### src/rtl/palette_delta_decoder_top_macros.svh
`ifndef PALETTE_DELTA_DECODER_TOP_MACROS_SVH
`define PALETTE_DELTA_DECODER_TOP_MACROS_SVH

// Check that cons holds in the same cycle as ante.
`define PDD_ASSERT_SAME(label, ante, cons, msg) \
    label: assert property (@(posedge clk) disable iff (!rst_n) (ante) |-> (cons)) \
        else $error(msg);

// Check that cons holds in the cycle after ante.
`define PDD_ASSERT_NEXT(label, ante, cons, msg) \
    label: assert property (@(posedge clk) disable iff (!rst_n) (ante) |=> (cons)) \
        else $error(msg);

`endif

### src/rtl/pdd_pkg.sv
package pdd_pkg;

    // Field widths of one transfer
    localparam int BYTE_W   = 8;
    localparam int FILLED_W = 9;
    localparam int COLOR_W  = 24;
    localparam int CHAN_W   = 6;
    localparam int STATUS_W = 2;

    // Packed stream widths
    localparam int S_TDATA_W = 16;
    localparam int M_TDATA_W = 40;
    localparam int M_TUSER_W = 2;
    localparam int M_PAD_W   = M_TDATA_W - FILLED_W - COLOR_W;

    // Controller states
    typedef enum logic [3:0] {
        ST_CLEAR,
        ST_IDLE,
        ST_DECODE,
        ST_RDATA,
        ST_RUN_RD,
        ST_RUN_WR,
        ST_FINISH,
        ST_TAIL_RD,
        ST_TAIL_WR,
        ST_SWAP,
        ST_RESULT
    } state_t;

    // Chunk parser phase
    typedef enum logic [1:0] {
        PH_CMD,
        PH_GREEN,
        PH_BLUE,
        PH_OFFSET
    } phase_t;

    // Result status codes
    typedef enum logic [STATUS_W-1:0] {
        RES_BYTE   = 2'd0,
        RES_COMMIT = 2'd1,
        RES_ERROR  = 2'd2,
        RES_READ   = 2'd3
    } result_t;

    // Commands from controller to datapath
    typedef struct packed {
        logic clear_step;
        logic load_item;
        logic apply_byte;
        logic start_read;
        logic capture_read;
        logic capture_result;
        logic start_tail;
        logic copy_rd;
        logic copy_wr;
        logic swap;
        logic end_chunk;
        logic load_out;
    } pdd_cmd_t;

    // Status from datapath to controller
    typedef struct packed {
        logic clear_done;
        logic func;
        logic last;
        logic error;
        logic run_go;
        logic tail_empty;
        logic copy_last;
        logic out_free;
    } pdd_sts_t;

    // Widen a 6-bit colour component to 8 bits
    function automatic logic [BYTE_W-1:0] expand6(input logic [CHAN_W-1:0] v);
        return {v, v[CHAN_W-1:CHAN_W-2]};
    endfunction

endpackage

### src/rtl/pdd_ctrl.sv
module pdd_ctrl (
    input  logic              clk,
    input  logic              rst_n,
    input  logic              in_valid,
    output logic              in_ready,
    input  pdd_pkg::pdd_sts_t sts,
    output pdd_pkg::pdd_cmd_t cmd
);

    pdd_pkg::state_t state_reg;
    pdd_pkg::state_t state_next;

    // State register; clearing pass runs first
    always_ff @(posedge clk or negedge rst_n)
    begin
        if (!rst_n)
        begin
            state_reg <= pdd_pkg::ST_CLEAR;
        end
        else
        begin
            state_reg <= state_next;
        end
    end

    // Next state
    always_comb
    begin
        state_next = state_reg;
        case (state_reg)
            pdd_pkg::ST_CLEAR:
            begin
                if (sts.clear_done)
                    state_next = pdd_pkg::ST_IDLE;
            end
            pdd_pkg::ST_IDLE:
            begin
                if (in_valid)
                    state_next = pdd_pkg::ST_DECODE;
            end
            pdd_pkg::ST_DECODE:
            begin
                if (sts.func)
                    state_next = pdd_pkg::ST_RDATA;
                else if (sts.run_go)
                    state_next = pdd_pkg::ST_RUN_RD;
                else
                    state_next = pdd_pkg::ST_FINISH;
            end
            pdd_pkg::ST_RDATA:
            begin
                state_next = pdd_pkg::ST_RESULT;
            end
            pdd_pkg::ST_RUN_RD:
            begin
                state_next = pdd_pkg::ST_RUN_WR;
            end
            pdd_pkg::ST_RUN_WR:
            begin
                state_next = sts.copy_last ? pdd_pkg::ST_FINISH : pdd_pkg::ST_RUN_RD;
            end
            pdd_pkg::ST_FINISH:
            begin
                if (!sts.last || sts.error)
                    state_next = pdd_pkg::ST_RESULT;
                else if (sts.tail_empty)
                    state_next = pdd_pkg::ST_SWAP;
                else
                    state_next = pdd_pkg::ST_TAIL_RD;
            end
            pdd_pkg::ST_TAIL_RD:
            begin
                state_next = pdd_pkg::ST_TAIL_WR;
            end
            pdd_pkg::ST_TAIL_WR:
            begin
                state_next = sts.copy_last ? pdd_pkg::ST_SWAP : pdd_pkg::ST_TAIL_RD;
            end
            pdd_pkg::ST_SWAP:
            begin
                state_next = pdd_pkg::ST_RESULT;
            end
            pdd_pkg::ST_RESULT:
            begin
                if (sts.out_free)
                    state_next = pdd_pkg::ST_IDLE;
            end
            default:
            begin
                state_next = pdd_pkg::ST_IDLE;
            end
        endcase
    end

    // Outputs
    always_comb
    begin
        cmd      = '0;
        in_ready = 1'b0;
        case (state_reg)
            pdd_pkg::ST_CLEAR:
            begin
                cmd.clear_step = 1'b1;
            end
            pdd_pkg::ST_IDLE:
            begin
                in_ready      = 1'b1;
                cmd.load_item = in_valid;
            end
            pdd_pkg::ST_DECODE:
            begin
                cmd.start_read = sts.func;
                cmd.apply_byte = !sts.func;
            end
            pdd_pkg::ST_RDATA:
            begin
                cmd.capture_read = 1'b1;
            end
            pdd_pkg::ST_RUN_RD,
            pdd_pkg::ST_TAIL_RD:
            begin
                cmd.copy_rd = 1'b1;
            end
            pdd_pkg::ST_RUN_WR,
            pdd_pkg::ST_TAIL_WR:
            begin
                cmd.copy_wr = 1'b1;
            end
            pdd_pkg::ST_FINISH:
            begin
                cmd.capture_result = 1'b1;
                cmd.end_chunk      = sts.last && sts.error;
                cmd.start_tail     = sts.last && !sts.error && !sts.tail_empty;
            end
            pdd_pkg::ST_SWAP:
            begin
                cmd.swap      = 1'b1;
                cmd.end_chunk = 1'b1;
            end
            pdd_pkg::ST_RESULT:
            begin
                cmd.load_out = sts.out_free;
            end
            default:
            begin
                cmd = '0;
            end
        endcase
    end

endmodule

### config.mk
export PLATFORM = sky130hd
export DESIGN_NAME = pdd_ctrl
export DESIGN_NICKNAME = d
export VERILOG_FILES = /design/src/rtl/palette_delta_decoder_top_macros.svh /design/src/rtl/pdd_pkg.sv /design/src/rtl/pdd_ctrl.sv
export SDC_FILE = /design/constraint.sdc
export NUM_CORES = 1
export LEC_CHECK = 0
export BUFFER_PORTS_ARGS = -buffer_cell sky130_fd_sc_hd__buf_2
export CORE_ASPECT_RATIO = 1.2
export CORE_MARGIN = 5
export CORE_UTILIZATION = 30
export DETAILED_ROUTE_END_ITERATION = 7
export MAX_ROUTING_LAYER = met4
export PLACE_DENSITY = 0.59
export SYNTH_ARGS = -nofsm -noshare
export SYNTH_HDL_FRONTEND = slang
export SYNTH_SLANG_ARGS = --single-unit
### constraint.sdc
create_clock -name clk -period 3.9 [get_ports clk]
set_input_delay 0.39 -clock clk [delete_from_list [all_inputs] [get_ports clk]]
set_output_delay 0.39 -clock clk [all_outputs]
set_load 0.05 [all_outputs]
# After elaboration in Yosys (flattened, before gate mapping)
# Index checks and enable logic that the tools add are counted.
[word_totals] register_bits=4 input_bits=11 out_inout_bits=13 word_cells=48
[op_classes] eq_ne=13 n_mux=21 n_reduce_logical=13
[op_table] operator="$pmux 4 s10" count=1
[op_table] operator="$mux 4" count=6
[op_table] operator="$eq 4x3->1 const B" count=4
[op_table] operator="$eq 4x4->1 const B" count=3
[op_table] operator="$eq 4x2->1 const B" count=2
[op_table] operator="$mux 1" count=8
[op_table] operator="$mux 2" count=4
[op_table] operator="$ne 2x2->1 const B" count=3
[op_table] operator="$reduce_or 2->1" count=3
[op_table] operator="$eq 4x1->1 const B" count=1
[op_table] operator="$logic_not 1->1" count=4
[op_table] operator="$logic_not 4->1" count=1
[op_table] operator="$logic_and 1x1->1" count=3
[op_table] operator="$mux 3" count=1
[op_table] operator="$reduce_and 3->1" count=1
[op_table] operator="$pmux 1 s2" count=1
[op_table] operator="$logic_or 1x1->1" count=1

# Longest topological paths before layout
[depth] depth_word=4 ltp_mapped=5 depth_no_buf=4

# Worst setup path before layout
# Ideal clock, no wire load.
[synth_path] path_type="register -> output" from="register state_reg[1]" to="output port cmd[11] in the netlist's numbering" arrival_ns=2.174 required_time_ns=3.510 setup_slack_ns=1.336 path_stages_with_launch=4 path_buffers=2 path_cell_list="dfrtp_1 buf_6 buf_2 nor4_1"
[synth_lines] element="start: declaration" line="pdd_ctrl.sv:10" rtl="pdd_pkg::state_t state_reg;"
[synth_lines] element="start signal: assignment" line="pdd_ctrl.sv:18" rtl="state_reg <= pdd_pkg::ST_CLEAR;"
[synth_lines] element="start signal: assignment" line="pdd_ctrl.sv:22" rtl="state_reg <= state_next;"
[synth_lines] element="end: declaration" line="pdd_ctrl.sv:7" rtl="output pdd_pkg::pdd_cmd_t cmd"

==> run_results.csv <==
group,metric,value,unit
yosys,yosys-top-cells-area,"dfrtp_1 (21%), nand2b_1 (7.9%), nor2_1 (5.5%), a21oi_1 (5.2%), and3_1 (5.2%)",
yosys,synth_top_cells_by_count,"nor2_1 (7), nand2b_1 (6), a21oi_1 (5), o21ai_0 (5)",
timing,finalHoldWorstSlack,0.4887,ns
worst_setup_path,startpoint,"state_reg[2]",
timing,fin_ws,1.766,ns
yosys,synth-adder-area-share,0,%
worst_setup_path,critical_path_required,3.51,ns
pwr,power_switching_share,59.57,%
worst_setup_path,path_delay_family,"flip-flops",
timing,finClkSkew,0.002671,ns
clock_network,clock-root-buffer,"clkbuf_4",
yosys,yosysTopAreaCell,"dfrtp_1",
clock_network,cts.repair.resized,0,
timing,worst_pin_slew,0.5194,ns
routing,firstDrtPassIters,4,
yosys,synth_edf_count,0,
layout,fillers,164,
layout,regArea,100.1,µm²
timing,setup_viol,0,
placed_design,dp_hpwl,1026,µm
status,status,"finished clean",
timing,rsz0062_at_grt,"false",
yosys,netlist.area_leader.share,21.00,%
yosys,synth_cells,67,
yosys,mappedNetlistArea,476.7,µm²
timing,fin_setup_tns,0,ns
placed_design,pre_cts_ws,2.008,ns
routing,viasPerCell,5.330,
clock_network,ctsLongestPathBuffers,2,
layout,n_antenna_cell,0,
yosys,ys_seq_area_share,21.00,%
worst_setup_path,endpoint_kind,"output pin",
placed_design,gp_congestion,0.7158,
yosys,synth_compound_area_share,29.40,%
routing,final_antenna_net_count,0,
yosys,synth.area.mux_share,4.462,%
yosys,post-synth-top-count-cell,"nor2_1",
die,core,0.001464,mm²
yosys,syn-num-nets,78,
layout,nets,102,
die,die-area,0.002490,mm²
worst_setup_path,timing.rr.start,"state_reg[1]",
yosys,synth_top_family_by_area,"simple AND/OR/NAND/NOR gates",
pwr,powerDensity,866.9,mW/mm²
worst_setup_path,worstSetupPathType,"reg2out",
routing,drc,0,
pwr,internal_power,0.2153,mW
yosys,synth-simple-area-share,36.22,%
yosys,synth-xor-area-share,0,%
routing,vias,565,
worst_setup_path,r2r_setup_slack,2.43,ns
timing,finalMaxSlewViolations,0,
min_path,holdCritPathClass,"in2async",
placed_design,placed_area,581.8,µm²
yosys,synth_seq_cells,4,
yosys,ys.flop_type,"dfrtp_1",
global_route,grt_overflow,0,
timing,maxSlewHeadroom,65.37,%
layout,largest_reg_flops,4,
die,die_w,46.39,µm
timing,fin_crit_sh,54.73,%
pwr,vdd_drop_max,0.3971,mV
layout,area_growth,28.87,%
clock_network,cts_max_level,1,
global_route,grt_pass1_vias,494,
pwr,seq_power_share,24.1,%
timing,fin_crit,2.134,ns
worst_setup_path,crit_arrival,1.74,ns
timing,hold_viol_final,0,
worst_setup_path,max_stage_delay,0.60,ns
clock_network,clk_latency,0.23,ns
worst_setup_path,crit_slowest_cell,"dfrtp_1",
run,maxCapViolations,0,
yosys,synthArstFlopShare,100.0,%
placed_design,dp_cells,102,
layout,design_area,614.3,µm²
clock_network,cts_made_buffers,3,
worst_setup_path,path_max_fanout,15,
layout,multi_input_area,334.1,µm²
clock_network,clk_pin_slew,0.04,ns
die,die_y,53.67,µm
die,start_util,32.56,%
global_route,grt_max_degree,20,
worst_setup_path,critPathLaunchType,"flop",
worst_setup_path,crit_buf_inv,1,
timing,fmax,0.4685,GHz
pwr,clkPwrFrac,9.3,%
routing,drt-total-wl,1388,µm
layout,drive_gt1_share,31.46,%
clock_network,tritoncts,"built",
global_route,grt_first_pass_wirelength,2125,µm
global_route,grt.total_usage,12.31,%
routing,drt_iter0_markers,7,
pwr,power_frac_comb,66.6,%
routing,wl_per_cell,13.09,µm
worst_setup_path,crit_chain,"nand2b_1 -> mux2_2 -> nor2_1 -> buf_2",
placed_design,port_buffers,23,
pwr,p_leak,0.3112,nW
yosys,syn_avg_cell_area,7.115,µm²
clock_network,numClockSinks,4,
global_route,antenna_found_initial,0,
yosys,ys_types,27,
layout,final_cells,106,
yosys,yosysWarnings,0,
pwr,power.switching,0.3172,mW
die,io_pins,24,
die,rows,15,
## cell type report
type / instances / share of cell area, %
sequential: 4 / 16.29
timing repair buffer: 24 / 20.37
clock buffer: 3 / 3.666
inverter: 3 / 1.833
multi-input combinational: 55 / 54.38
tap: 17 / 3.462
## placed cells by master, fill, tap and decap left out
master         count
a31o_2             1
clkbuf_4           3
and2b_1            2
a21boi_0           1
o32a_1             2
nor2_1             7
mux2i_1            1
inv_1              3
nor3_1             4
mux2_2             1
nor4_1             2
nor3b_1            1
and3_1             4
o31ai_1            1
nor2b_1            2
nand2_1            1
dlygate4sd3_1      1
o21ai_0            5
o22ai_1            3
a31oi_1            2
o211ai_1           1
nand2b_1           6
or4_1              1
nand3_1            1
a21oi_1            5
dfrtp_1            4
buf_2             23
a22oi_1            1
## per-stage QoR
stage               power (mW)  util [%]
floorplan               0.4192         -
global placement        0.4859     39.74
detailed placement      0.4822     39.74
CTS                     0.5372     41.97
global route            0.5731     41.97
finish                  0.5326     41.97
## layer usage
layer | vias to the layer above | part of all wire, % | routed length [µm] | GRT usage [%]
li1 | 292 | - | - | -
met1 | 256 | 41 | 574 | 13.80
met2 | 13 | 51 | 710 | 19.50
met3 | 4 | 4.8 | 67 | 1.003
met4 | 0 | 2.6 | 36 | 9.953
met5 | - | 0 | 0 | -
## kinds of logic (layout without fill, tap and decap cells)
logic type	Yosys count	count (layout)
muxes	2	2
buffers and inverters	8	30
and+or+nand+nor	31	31
AOI/OAI and AO/OA	22	22
DFF	4	4
## power groups by stage
stage	clock network (mW)	registers, mW	logic [mW]
2_1_floorplan	0	0.0740	0.345
3_3_place_gp	0	0.128	0.358
3_5_place_dp	0	0.127	0.356
4_1_cts	0.0538	0.126	0.358
5_1_grt	0.0556	0.135	0.383
6_report	0.0497	0.128	0.355
## final timing paths
path / to / depth (start not counted)
worst min register to register: state_reg[2] / 1
worst max-delay path: cmd[3] / 4
min in group clk: state_reg[3] / 3
worst max register to register: state_reg[0] / 3
max in group asynchronous: state_reg[0] / 2
worst min-delay path: state_reg[2] / 2
## repair_timing
| item | 4_1_cts | 5_1_grt |
|---|---|---|
| hold endpoints to repair | 4 | 0 |
| setup buffers | 0 | 0 |
| hold buffers | 1 | 0 |
(Power assumes the default switching activity.)
